**config.mk**
```make
export PLATFORM = sky130hd
export DESIGN_NAME = split_keep_separator_words
export DESIGN_NICKNAME = d
export VERILOG_FILES = /design/src/rtl/sksw_pkg.sv /design/src/rtl/split_keep_separator_words.sv /design/src/rtl/sksw_cfg.sv /design/src/rtl/sksw_match.sv
export SDC_FILE = /design/constraint.sdc
export NUM_CORES = 1
export LEC_CHECK = 0
export BUFFER_PORTS_ARGS = -buffer_cell sky130_fd_sc_hd__buf_2
export CAP_MARGIN = 25
export CORE_ASPECT_RATIO = 1.75
export CORE_MARGIN = 4
export CORE_UTILIZATION = 55
export CTS_BUF_LIST = sky130_fd_sc_hd__clkbuf_16
export CTS_CLUSTER_SIZE = 24
export DETAILED_ROUTE_END_ITERATION = 7
export GPL_ROUTABILITY_DRIVEN = 0
export PLACE_DENSITY = 0.73
export SETUP_SLACK_MARGIN = 0.3
export SYNTH_ARGS = -nofsm -noshare
export SYNTH_HDL_FRONTEND = slang
export SYNTH_SLANG_ARGS = --single-unit
```
**constraint.sdc**
```tcl
create_clock -name clk_i -period 5.15 [get_ports clk_i]
set_input_delay 1.2875 -clock clk_i [delete_from_list [all_inputs] [get_ports clk_i]]
set_output_delay 1.2875 -clock clk_i [all_outputs]
set_load 0.01 [all_outputs]
```
**src/rtl/sksw_pkg.sv**
```systemverilog
package sksw_pkg;

  localparam int unsigned NUM_WORDS    = 6;
  localparam int unsigned MAX_WORD_LEN = 4;

  localparam int unsigned LEN_BITS = 3;

  typedef enum logic [1:0] {
    STATUS_OK       = 2'd0,
    STATUS_NO_WORDS = 2'd1,
    STATUS_EMPTY    = 2'd2
  } status_e;

  typedef enum logic {
    OP_BYTE = 1'b0,
    OP_END  = 1'b1
  } op_e;

  typedef struct packed {
    logic is_sep;
    logic tok_start;
    logic in_run;
  } dec_flags_t;

endpackage

```
**src/rtl/split_keep_separator_words.sv**
```systemverilog
// Splits a byte string into tokens, keeping each separator word as a token.
// The slave stream carries one item per string byte (tuser op = byte) and one
// end marker item per string (tuser op = end). The master stream gives one
// item per string byte with separator and token-start flags, plus status
// items for an empty string or when no separator words are configured.
// Words and lengths are written through the plain register write port; the user
// must write them only while no string is in flight, which the block does not enforce.
// A byte item is taken in every cycle while the output can advance and no flush runs.
// Its result is the byte that arrived MAX_WORD_LEN-1 items earlier and appears in
// the cycle after the item is taken; the first MAX_WORD_LEN-1 bytes of a string
// give no result. An end marker flushes the held bytes from the lookahead register,
// one result per cycle while the receiver takes them, giving up to MAX_WORD_LEN-1
// results; no new item is taken until the flush is done.
// A single output register holds the result; while the receiver stalls it
// keeps its item and the block stops taking items until it is taken.
// Reset clears the config registers, the fill and run state and the output valid flag.
module split_keep_separator_words import sksw_pkg::*; #(
  parameter int unsigned NW = NUM_WORDS,
  parameter int unsigned ML = MAX_WORD_LEN,
  parameter int unsigned CW = ((8 * ML) > (LEN_BITS * NW)) ? (8 * ML) : (LEN_BITS * NW),
  parameter int unsigned IDXW = $clog2(NW + 1)
) (
  input  logic            clk_i,
  input  logic            rst_ni,
  input  logic            cfg_we_i,
  input  logic [IDXW-1:0] cfg_idx_i,
  input  logic [CW-1:0]   cfg_wdata_i,
  input  logic            s_axis_tvalid_i,
  output logic            s_axis_tready_o,
  input  logic [7:0]      s_axis_tdata_i,  // in_byte[7:0]
  input  logic [0:0]      s_axis_tuser_i,  // op[0]
  output logic            m_axis_tvalid_o,
  input  logic            m_axis_tready_i,
  output logic [15:0]     m_axis_tdata_o,  // out_byte[7:0], status[9:8], zeros
  output logic [2:0]      m_axis_tuser_o,  // is_separator[0], token_start[1], last_of_item[2]
  output logic            m_axis_tlast_o   // end_of_string
);

  localparam int unsigned AW  = $clog2(ML + 1);
  localparam int unsigned SW  = (ML > 1) ? $clog2(ML) : 1;
  localparam int unsigned FW  = (ML > 1) ? $clog2(ML) : 1;
  localparam int unsigned LAD = (ML > 1) ? (ML - 1) : 1;

  logic [8*ML-1:0] words [NW];
  logic [AW-1:0]   lens [NW];
  logic [NW-1:0]   active;
  logic            none;

  logic [7:0]    la_q [LAD];
  logic [7:0]    la_d [LAD];
  logic [FW-1:0] fill_q, fill_d;
  logic [SW-1:0] sep_rem_q, sep_rem_d;
  logic          in_run_q, in_run_d;
  logic          seen_q, seen_d;
  logic          flush_q, flush_d;

  logic          out_v_q;
  logic [7:0]    out_byte_q, out_byte_d;
  logic          out_sep_q, out_sep_d;
  logic          out_st_q, out_st_d;
  logic          out_end_q, out_end_d;
  status_e       out_status_q, out_status_d;
  logic          out_last_q, out_last_d;

  logic          adv, acc, is_end, emit, do_flush;
  logic [7:0]    win [ML];
  logic [AW-1:0] avail;
  logic [SW-1:0] dec_sep_rem;
  dec_flags_t    dec_flags;

  sksw_cfg #(.NW(NW), .ML(ML), .CW(CW), .IDXW(IDXW), .AW(AW)) u_cfg (
    .clk_i      (clk_i),
    .rst_ni     (rst_ni),
    .cfg_we_i   (cfg_we_i),
    .cfg_idx_i  (cfg_idx_i),
    .cfg_wdata_i(cfg_wdata_i),
    .words_o    (words),
    .lens_o     (lens),
    .active_o   (active),
    .none_o     (none)
  );

  assign adv             = ~out_v_q | m_axis_tready_i;
  assign s_axis_tready_o = adv & ~flush_q;
  assign acc             = s_axis_tvalid_i & s_axis_tready_o;
  assign is_end          = (op_e'(s_axis_tuser_i[0]) == OP_END);
  assign do_flush        = (flush_q & adv) | (acc & is_end & ~none & seen_q & (fill_q != '0));

  always_comb begin
    for (int k = 0; k < ML; k++) begin
      win[k] = '0;
    end
    for (int k = 0; k < ML - 1; k++) begin
      win[k] = la_q[k];
    end
    win[ML-1] = do_flush ? 8'h00 : s_axis_tdata_i;
    avail     = do_flush ? AW'(fill_q) : AW'(ML);
  end

  sksw_match #(.NW(NW), .ML(ML), .AW(AW), .SW(SW)) u_match (
    .win_i    (win),
    .avail_i  (avail),
    .words_i  (words),
    .lens_i   (lens),
    .active_i (active),
    .sep_rem_i(sep_rem_q),
    .in_run_i (in_run_q),
    .sep_rem_o(dec_sep_rem),
    .flags_o  (dec_flags)
  );

  always_comb begin
    la_d         = la_q;
    fill_d       = fill_q;
    sep_rem_d    = sep_rem_q;
    in_run_d     = in_run_q;
    seen_d       = seen_q;
    flush_d      = flush_q;
    emit         = 1'b0;
    out_byte_d   = win[0];
    out_sep_d    = dec_flags.is_sep;
    out_st_d     = dec_flags.tok_start;
    out_end_d    = 1'b0;
    out_status_d = STATUS_OK;
    out_last_d   = 1'b0;
    if (do_flush) begin
      emit      = 1'b1;
      sep_rem_d = dec_sep_rem;
      in_run_d  = dec_flags.in_run;
      for (int k = 0; k < ML - 2; k++) begin
        la_d[k] = la_q[k+1];
      end
      fill_d = fill_q - FW'(1);
      if (fill_q == FW'(1)) begin
        out_end_d  = 1'b1;
        out_last_d = 1'b1;
        fill_d     = '0;
        sep_rem_d  = '0;
        in_run_d   = 1'b0;
        seen_d     = 1'b0;
        flush_d    = 1'b0;
      end else begin
        flush_d = 1'b1;
      end
    end else if (acc && !is_end) begin
      seen_d = 1'b1;
      if (!none) begin
        if (fill_q < FW'(ML - 1)) begin
          for (int k = 0; k < ML - 1; k++) begin
            if (fill_q == FW'(k)) begin
              la_d[k] = s_axis_tdata_i;
            end
          end
          fill_d = fill_q + FW'(1);
        end else begin
          emit       = 1'b1;
          out_last_d = 1'b1;
          sep_rem_d  = dec_sep_rem;
          in_run_d   = dec_flags.in_run;
          for (int k = 0; k < ML - 1; k++) begin
            la_d[k] = win[k+1];
          end
        end
      end
    end else if (acc) begin
      emit       = 1'b1;
      out_byte_d = '0;
      out_sep_d  = 1'b0;
      out_st_d   = 1'b0;
      out_end_d  = 1'b1;
      out_last_d = 1'b1;
      priority if (none) begin
        out_status_d = STATUS_NO_WORDS;
      end else if (!seen_q) begin
        out_status_d = STATUS_EMPTY;
      end else begin
        out_status_d = STATUS_OK;
      end
      fill_d    = '0;
      sep_rem_d = '0;
      in_run_d  = 1'b0;
      seen_d    = 1'b0;
      flush_d   = 1'b0;
    end
  end

  always_ff @(posedge clk_i or negedge rst_ni) begin
    if (!rst_ni) begin
      fill_q    <= '0;
      sep_rem_q <= '0;
      in_run_q  <= 1'b0;
      seen_q    <= 1'b0;
      flush_q   <= 1'b0;
      out_v_q   <= 1'b0;
    end else begin
      fill_q    <= fill_d;
      sep_rem_q <= sep_rem_d;
      in_run_q  <= in_run_d;
      seen_q    <= seen_d;
      flush_q   <= flush_d;
      if (adv) begin
        out_v_q <= emit;
      end
    end
  end

  always_ff @(posedge clk_i) begin
    la_q <= la_d;
    if (adv && emit) begin
      out_byte_q   <= out_byte_d;
      out_sep_q    <= out_sep_d;
      out_st_q     <= out_st_d;
      out_end_q    <= out_end_d;
      out_status_q <= out_status_d;
      out_last_q   <= out_last_d;
    end
  end

  assign m_axis_tvalid_o = out_v_q;
  assign m_axis_tdata_o  = {6'b0, out_status_q, out_byte_q};
  assign m_axis_tuser_o  = {out_last_q, out_st_q, out_sep_q};
  assign m_axis_tlast_o  = out_end_q;

endmodule

```
**src/rtl/sksw_cfg.sv**
```systemverilog
module sksw_cfg import sksw_pkg::*; #(
  parameter int unsigned NW   = NUM_WORDS,
  parameter int unsigned ML   = MAX_WORD_LEN,
  parameter int unsigned CW   = ((8 * ML) > (LEN_BITS * NW)) ? (8 * ML) : (LEN_BITS * NW),
  parameter int unsigned IDXW = $clog2(NW + 1),
  parameter int unsigned AW   = $clog2(ML + 1)
) (
  input  logic                  clk_i,
  input  logic                  rst_ni,
  input  logic                  cfg_we_i,
  input  logic [IDXW-1:0]       cfg_idx_i,
  input  logic [CW-1:0]         cfg_wdata_i,
  output logic [8*ML-1:0]       words_o [NW],
  output logic [AW-1:0]         lens_o [NW],
  output logic [NW-1:0]         active_o,
  output logic                  none_o
);

  logic [8*ML-1:0]       words_q [NW];
  logic [LEN_BITS*NW-1:0] lens_q;

  always_ff @(posedge clk_i or negedge rst_ni) begin
    if (!rst_ni) begin
      for (int i = 0; i < NW; i++) begin
        words_q[i] <= '0;
      end
      lens_q <= '0;
    end else if (cfg_we_i) begin
      for (int i = 0; i < NW; i++) begin
        if (cfg_idx_i == IDXW'(i)) begin
          words_q[i] <= cfg_wdata_i[8*ML-1:0];
        end
      end
      if (cfg_idx_i == IDXW'(NW)) begin
        lens_q <= cfg_wdata_i[LEN_BITS*NW-1:0];
      end
    end
  end

  always_comb begin
    logic [LEN_BITS-1:0] raw;
    logic                run;
    run = 1'b1;
    for (int i = 0; i < NW; i++) begin
      raw = lens_q[LEN_BITS*i +: LEN_BITS];
      if ({1'b0, raw} > 4'(ML)) begin
        lens_o[i] = AW'(ML);
      end else begin
        lens_o[i] = AW'(raw);
      end
      run         = run && (raw != '0);
      active_o[i] = run;
      words_o[i]  = words_q[i];
    end
    none_o = ~active_o[0];
  end

endmodule

```
**src/rtl/sksw_match.sv**
```systemverilog
module sksw_match import sksw_pkg::*; #(
  parameter int unsigned NW = NUM_WORDS,
  parameter int unsigned ML = MAX_WORD_LEN,
  parameter int unsigned AW = $clog2(ML + 1),
  parameter int unsigned SW = (ML > 1) ? $clog2(ML) : 1
) (
  input  logic [7:0]      win_i [ML],
  input  logic [AW-1:0]   avail_i,
  input  logic [8*ML-1:0] words_i [NW],
  input  logic [AW-1:0]   lens_i [NW],
  input  logic [NW-1:0]   active_i,
  input  logic [SW-1:0]   sep_rem_i,
  input  logic            in_run_i,
  output logic [SW-1:0]   sep_rem_o,
  output dec_flags_t      flags_o
);

  logic [NW-1:0] hit;

  always_comb begin
    for (int i = 0; i < NW; i++) begin
      hit[i] = active_i[i] && (lens_i[i] <= avail_i);
      for (int j = 0; j < ML; j++) begin
        if ((AW'(j) < lens_i[i]) && (words_i[i][8*j +: 8] != win_i[j])) begin
          hit[i] = 1'b0;
        end
      end
    end
  end

  always_comb begin
    logic          found;
    logic [AW-1:0] sel_len;
    found   = 1'b0;
    sel_len = '0;
    for (int i = 0; i < NW; i++) begin
      if (hit[i] && !found) begin
        found   = 1'b1;
        sel_len = lens_i[i];
      end
    end
    sep_rem_o = sep_rem_i;
    flags_o   = '{is_sep: 1'b0, tok_start: 1'b0, in_run: in_run_i};
    priority if (sep_rem_i != '0) begin
      sep_rem_o      = sep_rem_i - SW'(1);
      flags_o.is_sep = 1'b1;
    end else if (found) begin
      sep_rem_o         = SW'(sel_len - AW'(1));
      flags_o.is_sep    = 1'b1;
      flags_o.tok_start = 1'b1;
      flags_o.in_run    = 1'b0;
    end else begin
      flags_o.tok_start = ~in_run_i;
      flags_o.in_run    = 1'b1;
    end
  end

endmodule
```
==> impl_results.md, run 1 <==
* Status: finished clean
* Commonest cells after routing, fill and taps aside: dfrtp_1 (218), mux2_2 (210), xor2_1 (144)
* #FFs+latches synth at ~260
* DR iter-0 viols at 449
* Die W at 124 um
* Placed cells at 1337
* Routed wire length at 31.1 mm
* Post-synth ARST share at 85.2%
* Avg WL per Cell at 22.5 um
* Setup_tns at 0 ns
* Hold Worst Slack at 0.520 ns
* PortBufs at 64
* Hold Crit Class: reg2reg
* Leakage at 0.00605 uW
* Post-synth cell types at 68
* TritonCTS clock tree: built
* Clock transition at the registers of the reported paths at approximately 0.060 ns
* Worst Clk Skew at 0.0140 ns
* PwrDens at 484 nW/um2
* Final Non-Filler Cells at 1382
* Leading cell type in the layout, fill and taps excluded: dfrtp_1
* RSZ-0062 raised after global routing: false
* Ports at approximately 70
* EDFF count, synth at 38
* NumNets Final at 1125
* CP endpoint kind: register
* Vias in the first global route at 8628
* Slowest stage delay, CP at 0.51 ns
* Largest net degree at the start of global routing at between 100 and 150
* CTS H-tree lvls at 1
* GRT Overall Usage at 24.7%
* Sequential share of the synthesized area at between 50 and 60%
* Cell Rows at between 70 and 80
* Critical path peak fanout at 9
* Synth Instances at 1019
* Post-synthesis cell area at 13000 um2
* Die H at 211 um
* # fillers at 1880
* Max Freq at roughly 230 MHz
* Cts repair resizes at 0
* Core area at 23300 um2
* CTS Hold Bufs at 0
* Slew Limit Headroom at 39.2%
* Drt via density at between 5 and 6
* Post-synth top flop: dfrtp_1
* Detailed placement HPWL at 22.2 mm
* Drc violations at 0
* CP top delay family: simple AND/OR/NAND/NOR gates
* Worst EP required at 5.38 ns
* Clock root cell: clkbuf_16
* Slew Viols, Final at 0
* Area grow syn2layout at 10.1%
* CP Class: in2reg
* Clock buffer depth at 3
* Final min period at 4.40 ns
* Vias after detailed routing at 8155
* Tcrit/Tclk final at 85.5%
* # Post-CTS Setup Buffers at 0
* Clock latency on the worst-skew pair at 0.53 ns
* Total gr overflow at 0
* Antenna cells at 0
* Starting Density at 55.7%
* CP Launch Type: input port
* Worst-path cell chain: buf_2, nand2b_1, nand4_4, o21a_1, nor2_1, ha_1, nand2_1, o21ai_0, nand3_1, o211ai_1, and3b_1, or4b_4, or2_4, nor2b_4, a2111oi_0
* Number of max-cap violations at 0
* Endpoints failing hold at 0
* Mean area per synthesized cell at 12.7 um2
* First-pass GRT wire length at 49.1 mm
* Worst Max-Slew Pin Slew at about 0.90 ns
* Final setup fails at 0
* Layout cells sized above 1 at 32.9%
* Num Clock Sinks at 256
* CTS Buf Count at 25
* CP max-delay cell: or4b_4
* Initial antenna violation count at 1
* Post-DRT Antenna Nets at 0
* Max VDD drop at 0.000292 V
* Drt pass-1 iters at 5
* Die footprint at 26200 um2
* YS warnings at 0
* CP Data Arrival Time at 4.63 ns
* Worst path bufs/invs at 1
==> metal layers <==
metal  up-vias  part of all wire [%]  GRT usage (%)
li1       3678                     -              -
met1      4188                    37           28.8
met2       202                    53           44.2
met3        85                   4.1           3.27
met4         2                   5.3           11.7
met5         -                 0.042              0
==> sequential cells by signal, summed over array words and instances, names as in the netlist <==
register / count
u_cfg.words_o: 192
la_q: 24
u_cfg.lens_q: 18
out_byte_q: 8
fill_q: 2
out_status_q: 2
sep_rem_q: 2
flush_q: 1
in_run_q: 1
m_axis_tlast_o: 1
m_axis_tvalid_o: 1
out_last_q: 1
out_sep_q: 1
out_st_q: 1
seen_q: 1
==> report_power, final <==
part / leakage (uW) / internal [uW] / total (uW) / switching (uW)
Clock: 0.000400 / 993 / 1780 / 785
Sequential: 0.00299 / 2640 / 3220 / 579
Combinational: 0.00266 / 945 / 1930 / 983
==> Yosys cell counts, types with 2 or more instances <==
| master | number | share of area [%] |
|---|---|---|
| xnor2_1 | 48 | 3.2 |
| and2_1 | 10 | 0.48 |
| edfxtp_1 | 38 | 8.8 |
| and2b_1 | 2 | 0.12 |
| nor2b_1 | 18 | 0.87 |
| nand3_1 | 12 | 0.46 |
| buf_2 | 31 | 1.2 |
| or4_1 | 2 | 0.12 |
| o311ai_0 | 3 | 0.20 |
| nor4_1 | 42 | 2.0 |
| clkbuf_1 | 24 | 0.69 |
| o21a_1 | 2 | 0.12 |
| buf_4 | 11 | 0.64 |
| a21oi_1 | 22 | 0.85 |
| nand4_1 | 14 | 0.67 |
| a22o_1 | 17 | 1.1 |
| a2bb2oi_1 | 2 | 0.13 |
| inv_1 | 8 | 0.23 |
| dfrtp_1 | 218 | 42 |
| mux2_2 | 210 | 18 |
| o211ai_1 | 6 | 0.35 |
| buf_6 | 3 | 0.26 |
| nor2_1 | 23 | 0.66 |
| o21ai_0 | 7 | 0.27 |
| nand4b_1 | 3 | 0.20 |
| and2b_2 | 2 | 0.13 |
| xor2_1 | 144 | 9.7 |
| nor3b_1 | 3 | 0.17 |
| nand2b_1 | 9 | 0.43 |
| nand2_1 | 17 | 0.49 |
| a31oi_1 | 2 | 0.096 |
| ha_1 | 16 | 1.5 |
| o31ai_1 | 4 | 0.23 |
| a21o_1 | 2 | 0.12 |
| a21o_2 | 2 | 0.13 |
| nor3_1 | 9 | 0.35 |
| o21ai_1 | 2 | 0.077 |
==> cell families after synthesis <==
logic type | Yosys count | share of synthesized area, %
flip-flops | 256 | 50.8
multiplexers | 211 | 18.3
XOR/XNOR | 192 | 12.9
AND/OR/NAND/NOR | 181 | 8.39
AO/OA/AOI/OAI | 85 | 4.99
buffers and inverters | 77 | 3.02
adder cells (fa/ha/maj) | 16 | 1.54
other | 1 | 0.0289
==> per-stage QoR <==
stage	utilization, %	worst slack (ns)	power, uW	instance area (um2)
floorplan	-	0.815	4560	13000
global placement	57.8	0.376	5110	13500
detailed placement	57.9	0.251	5180	13500
CTS	61.3	0.803	6980	14300
global route	61.3	0.478	7320	14300
finish	61.3	0.748	6920	14300
==> area by class of cell <==
class / instances / area (um2) / share of cell area, %
well taps: 304 / 380 / 2.66
inverters: 8 / 30.0 / 0.210
clock buffers: 25 / 626 / 4.38
repair buffers: 78 / 455 / 3.19
flip-flops and latches: 256 / 6600 / 46.1
clock inverters: 20 / 166 / 1.16
multi-input cells: 691 / 6040 / 42.3
==> path summary, 6_finish.rpt <==
kind,start,cells after the start,slack [ns],to
max in group asynchronous,rst_ni,2,3.35,u_cfg.words_o[15]
setup reg to reg,fill_q[1],15,0.96,out_st_q
hold reg to reg,in_run_q,2,0.52,in_run_q
hold / removal,in_run_q,2,0.52,in_run_q
setup / recovery,m_axis_tready_i,15,0.75,out_st_q
min in group asynchronous,rst_ni,1,0.80,u_cfg.words_o[167]
==> worst reg2reg max path, stage by stage, from the launching register on <==
cell,delay [ns]
dfrtp_1,0.46
inv_1,0.10
ha_1,0.22
or2b_2,0.36
o21a_1,0.22
nor2_1,0.46
ha_1,0.35
nand2_1,0.06
o21ai_0,0.15
nand3_1,0.13
o211ai_1,0.08
and3b_1,0.24
or4b_4,0.51
or2_4,0.29
nor2b_4,0.16
a2111oi_0,0.11
Note: power is estimated with default switching activity, not from simulation.
==> inputs of run 2 (changes only) <==
--- a/config.mk
+++ b/config.mk
@@ -8,7 +8,7 @@
 export BUFFER_PORTS_ARGS = -buffer_cell sky130_fd_sc_hd__buf_2
 export CAP_MARGIN = 25
 export CORE_ASPECT_RATIO = 1.75
-export CORE_MARGIN = 4
+export CORE_MARGIN = 2
 export CORE_UTILIZATION = 55
 export CTS_BUF_LIST = sky130_fd_sc_hd__clkbuf_16
 export CTS_CLUSTER_SIZE = 24
==> run 2 against run 1 <==
  * Utilization barely moved
  * Critical path type unchanged
  * Cell count about the same
  * Critical endpoint unchanged
  * Largest cell class unchanged
  * Combinational power about the same
  * Critical path depth stayed put
==> impl_results.md, run 2 (same netlist as run 1, synthesis figures left out) <==
* Hold Crit Class: reg2reg
* PwrDens at 479 nW/um2 (-1.1%)
* Vias after detailed routing at 8084 (-0.87%)
* CP endpoint kind: register
* CP Data Arrival Time at 4.68 ns (+0.05 ns)
* Worst EP required at 5.37 ns (about the same)
* Cts repair resizes at 0 (unchanged)
* Cell Rows at 74 (unchanged)
* Routed wire length at 30.7 mm (-1.2%)
* Status: finished clean
* Avg WL per Cell at 22.2 um (-1.2%)
* CTS H-tree lvls at 1 (unchanged)
* CP Launch Type: input port
* Num Clock Sinks at 256 (unchanged)
* Ports at 71 (unchanged)
* Die H at 207 um (-1.9%)
* Max Freq at 224 MHz (-1.5%)
* Endpoints failing hold at 0 (unchanged)
* Drc violations at 0 (unchanged)
* Layout cells sized above 1 at 32.2% (-0.71 points)
* Die footprint at 24900 um2 (-5.1%)
* Final setup fails at 0 (unchanged)
* NumNets Final at 1125 (unchanged)
* Register area at 6600 um2 (unchanged)
* Worst r2r path cells at 15 (unchanged)
* Clock transition at the registers of the reported paths at 0.06 ns (about the same)
* Area grow syn2layout at 9.66%
* Commonest cells after routing, fill and taps aside: dfrtp_1 (218), mux2_2 (210), xor2_1 (144)
* Worst Max-Slew Pin Slew at 0.897 ns (-0.00679 ns)
* Worst Clk Skew at 0.00955 ns (-0.00449 ns)
* Multi-input logic area at 6040 um2 (unchanged)
* Hold path depth at 2 (unchanged)
* Vias in the first global route at 8370 (-3.0%)
* Detailed placement HPWL at 22.0 mm (-0.88%)
* Placed cells at 1338 (+0.075%)
* Number of max-cap violations at 0 (unchanged)
* Largest net degree at the start of global routing at 114 (+8.6%)
* GRT Overall Usage at 25.0% (+0.25 points)
* CTS Buf Count at 24 (-4.0%)
* Slew Limit Headroom at 39.7% (+0.46 points)
* Slew Viols, Final at 0 (unchanged)
* Clock root cell: clkbuf_16
* Die W at 120 um (-3.2%)
* Slowest stage delay, CP at 0.51 ns (about the same)
* Hold Worst Slack at 0.520 ns (+0.000329 ns)
* Antenna cells at 0 (unchanged)
* Drt via density at 5.85 (-0.80%)
* Drt pass-1 iters at 5 (unchanged)
* Total gr overflow at 0 (unchanged)
* Largest register FFs at 192 (unchanged)
* Leading cell type in the layout, fill and taps excluded: dfrtp_1
* TritonCTS clock tree: built
* # Post-CTS Setup Buffers at 0 (unchanged)
* Final min period at 4.47 ns (+0.0653 ns)
* CP Class: in2reg
* Clock buffer depth at 3 (unchanged)
* Leakage at 0.00604 uW (-0.25%)
* Tcrit/Tclk final at 86.7% (+1.3 points)
* RSZ-0062 raised after global routing: false
* DR iter-0 viols at 399 (-11%)
* Setup_tns at 0 ns (unchanged)
* CTS Hold Bufs at 0 (unchanged)
* First-pass GRT wire length at 48.0 mm (-2.2%)
* Clock latency on the worst-skew pair at 0.51 ns (-0.02 ns)
* PortBufs at 64 (unchanged)
* Starting Density at 55.9% (+0.22 points)
* Worst-path cell chain: buf_2, nand2b_1, nand4_4, o21a_1, nor2_1, ha_1, nand2_1, o21ai_0, nand3_1, o211ai_1, and3b_1, or4b_4, or2_4, nor2b_4, a2111oi_0
* CP max-delay cell: nor2_1
* # fillers at 1895 (+0.80%)
* Initial antenna violation count at 0 (-1)
* Core area at 23200 um2 (-0.40%)
* Critical path peak fanout at 9 (unchanged)
* Final Non-Filler Cells at 1381 (-0.072%)
* Post-DRT Antenna Nets at 0 (unchanged)
* Max VDD drop at 0.000301 V (+3.0%)
==> run 2: power by group <==
part	internal (uW)	total [uW]	switching [uW]
sequential	2640	3210	573
combinational	946	1940	990
clock	925	1670	744
==> run 2: final timing paths <==
kind | to | from | slack [ns]
setup reg to reg | out_st_q | fill_q[1] | 0.91
hold reg to reg | seen_q | seen_q | 0.52
hold / removal | seen_q | seen_q | 0.52
max in group asynchronous | u_cfg.words_o[11] | rst_ni | 3.34
setup / recovery | out_st_q | m_axis_tready_i | 0.68
min in group asynchronous | u_cfg.words_o[160] | rst_ni | 0.80
==> run 2: layout make-up <==
type,count,area share [%]
Inverter,8,0.211
Clock inverter,18,0.720
Clock buffer,25,4.39
Timing Repair Buffer,79,3.25
Sequential cell,256,46.3
Tap cell,304,2.67
Multi-Input combinational cell,691,42.4
==> run 2: worst max-delay path: cells and delay by family <==
family                     cells  cell delay [ns]
AOI/OAI and AO/OA              4             0.57
buffers and inverters          1             0.07
adders and majority gates      1             0.36
and+or+nand+nor                9             2.38
==> run 2: per-layer routing <==
metal / routed length [um] / global-route usage [%] / part of all wire [%] / up-vias
met4: 1320 / 9.78 / 4.3 / 0
met2: 16600 / 46.1 / 54 / 225
met3: 1090 / 2.50 / 3.6 / 68
met1: 11700 / 29.4 / 38 / 4116
li1: - / - / - / 3675
met5: 0 / 0 / 0 / -
==> run 2: metrics by stage <==
step / worst slack (ns) / power [uW] / util (%) / area [um2]
detailed placement: 0.258 / 5180 / 58.1 / 13500
global placement: 0.374 / 5120 / 58.1 / 13500
finish: 0.683 / 6820 / 61.3 / 14200
CTS: 0.766 / 6860 / 61.3 / 14200
global route: 0.513 / 7170 / 61.3 / 14200
floorplan: 0.815 / 4560 / - / 13000
==> inputs of run 3 (changes only) <==
--- a/config.mk
+++ b/config.mk
@@ -15,6 +15,7 @@
 export DETAILED_ROUTE_END_ITERATION = 7
 export GPL_ROUTABILITY_DRIVEN = 0
 export PLACE_DENSITY = 0.73
+export RECOVER_POWER = 25
 export SETUP_SLACK_MARGIN = 0.3
 export SYNTH_ARGS = -nofsm -noshare
 export SYNTH_HDL_FRONTEND = slang
==> run 3 against run 2 <==
  * The run now ends with max-capacitance violations, max-slew violations left
  * Global-route usage unchanged
  * Combinational power about the same
  * Worst setup slack worse by 0.12 ns
  * Critical path type unchanged
  * Largest cell class unchanged
  * Largest power group unchanged
==> impl_results.md, run 3 (same netlist as run 1, synthesis figures left out) <==
* CP Launch Type: input port
* Leakage at 0.00603 uW (about the same)
* Worst EP required at 5.37 ns (about the same)
* Status: complete, but fails checks
* Met2 WL at 16.7 mm (+0.55%)
* Reg-to-reg setup timing slack at 0.92 ns (about the same)
* Critical Path Stages at 15 (unchanged)
* Detailed placement HPWL at 22.0 mm (unchanged)
* Finished layout cell area at 14200 um2 (-0.18%)
* Ports at 71 (unchanged)
* Worst r2r src: fill_q[1]
* Num Clock Sinks at 256 (unchanged)
* Vias after detailed routing at 8094 (+0.12%)
* CP top delay family: simple AND/OR/NAND/NOR gates
* TritonCTS clock tree: built
* Worst path bufs/invs at 1 (unchanged)
* Largest register FFs at 192 (unchanged)
* Max Freq at 218 MHz (-2.7%)
* Slew Viols, Final at 113 (+113)
* Clock root cell: clkbuf_16
* Vias in the first global route at 8370 (unchanged)
* Initial antenna violation count at 0 (unchanged)
* Tcrit/Tclk final at 89.2% (+2.4 points)
* Die footprint at 24900 um2 (unchanged)
* NumNets Final at 1125 (unchanged)
* Drc violations at 0 (unchanged)
* CP endpoint kind: register
* Antenna cells at 0 (unchanged)
* Layout cells sized above 1 at 32.1% (-0.093 points)
* Worst R2R End: out_st_q
* CP Data Arrival Time at 4.81 ns (+0.13 ns)
* Largest net degree at the start of global routing at 114 (unchanged)
* Top layer in use: met4
* Number of max-cap violations at 1 (+1)
* Starting Density at 55.9% (unchanged)
* Drt pass-1 iters at 5 (unchanged)
* Worst Max-Slew Pin Slew at 2.86 ns (+1.97 ns)
* WL met1 at 11.7 mm (+0.30%)
* Violated checks: max-capacitance violations, max-slew violations
* CTS Hold Bufs at 0 (unchanged)
* Routed wl met3 at 1.07 mm (-2.1%)
* Worst Clk Skew at 0.00908 ns (-0.000468 ns)
* Final WS setup at 0.559 ns (-0.124 ns)
* CTS H-tree lvls at 1 (unchanged)
* PwrDens at 479 nW/um2 (+0.12%)
* Die H at 207 um (unchanged)
* Die W at 120 um (unchanged)
* CP max-delay cell: or4b_4
* Slew Limit Headroom at -90.9% (-130 points)
* Worst-path cell chain: buf_2, nand2b_1, nand4_1, o21a_1, nor2_1, ha_1, nand2_1, o21ai_0, nand3_1, o211ai_1, and3b_1, or4b_4, or2_4, nor2b_4, a2111oi_0
* Clock buffer depth at 3 (unchanged)
* Core area at 23200 um2 (unchanged)
* DP Worst Slack at 0.258 ns (unchanged)
* Total gr overflow at 0 (unchanged)
* First-pass GRT wire length at 48.0 mm (unchanged)
* Placed Area at 13500 um2 (unchanged)
* Slowest stage delay, CP at 0.51 ns (about the same)
* Cell Rows at 74 (unchanged)
* Routed wire length at 30.8 mm (+0.19%)
* CTS Buf Count at 24 (unchanged)
* Max VDD drop at 0.000301 V (about the same)
* Clock transition at the registers of the reported paths at 0.07 ns (about the same)
* Final min period at 4.59 ns (+0.124 ns)
* Endpoints failing hold at 0 (unchanged)
* Commonest cells after routing, fill and taps aside: dfrtp_1 (218), mux2_2 (210), xor2_1 (144)
* Final setup fails at 0 (unchanged)
* CP Class: in2reg
* # fillers at 1898 (+0.16%)
* Cts repair resizes at 0 (unchanged)
* RSZ-0062 raised after global routing: false
* Critical Path Sink: out_st_q
* Hold Crit Class: reg2reg
* DR iter-0 viols at 426 (+6.8%)
* Clock latency on the worst-skew pair at 0.51 ns (about the same)
* GRT Overall Usage at 25.0% (unchanged)
* Post-DRT Antenna Nets at 0 (unchanged)
* PortBufs at 64 (unchanged)
* Setup_tns at 0 ns (unchanged)
* # Post-CTS Setup Buffers at 0 (unchanged)
* Critical path peak fanout at 9 (unchanged)
* Leading cell type in the layout, fill and taps excluded: dfrtp_1
* Crit path from: m_axis_tready_i
* Worst r2r path cells at 15 (unchanged)
* Drt via density at 5.86 (+0.12%)
* Area grow syn2layout at 9.47%
* Avg WL per Cell at 22.3 um (+0.19%)
run 3: changes by cell type in the layout (fill, tap and decap cells not counted):
| cell | before | now |
|---|---|---|
| buf_8 | 2 | 1 |
| clkbuf_2 | 0 | 1 |
| nand4_1 | 14 | 15 |
| nand4_4 | 1 | 0 |
run 3: cell type report:
type,count,area (um2),area share (%)
Inverter,8,30.0,0.211
Timing Repair Buffer,79,453,3.19
Tap cell,304,380,2.68
Multi-Input combinational cell,691,6030,42.4
Sequential cell,256,6600,46.4
Clock inverter,18,103,0.722
Clock buffer,25,626,4.40
run 3: per-layer routing:
layer	global-route usage (%)	vias to the layer above
met4	9.78	0
met5	0	-
li1	-	3678
met1	29.4	4151
met3	2.50	60
met2	46.1	205
run 3: where the power goes:
group	total [uW]	internal, uW	switching (uW)
logic	1930	945	985
clock network	1670	925	746
registers	3210	2640	574
total	6810	4510	2310
run 3: worst min-delay path: stages, from the launching register on:
cell     delay (ns)
dfrtp_1        0.37
nand2_1        0.05
o21ai_1        0.06
run 3: metrics by stage:
step,utilization (%),std cells,power [uW],hold slack (ns)
6_report,61.2,1381,6810,0.519
5_1_grt,61.2,1381,7160,0.533
3_3_place_gp,58.1,1337,5120,0.491
4_1_cts,61.3,1381,6860,0.521
3_5_place_dp,58.1,1338,5180,0.509
2_1_floorplan,-,1024,4560,0.473
run 3: worst min path at each step:
stage                                 start                end  slack, ns  depth (start not counted)
final                              in_run_q           in_run_q       0.52                          2
after global routing      u_cfg.words_o[64]  u_cfg.words_o[64]       0.53                          1
after CTS                          in_run_q           in_run_q       0.52                          2
after detailed placement           in_run_q           in_run_q       0.51                          2
after global placement             in_run_q           in_run_q       0.49                          2
after floorplan                    in_run_q           in_run_q       0.47                          2
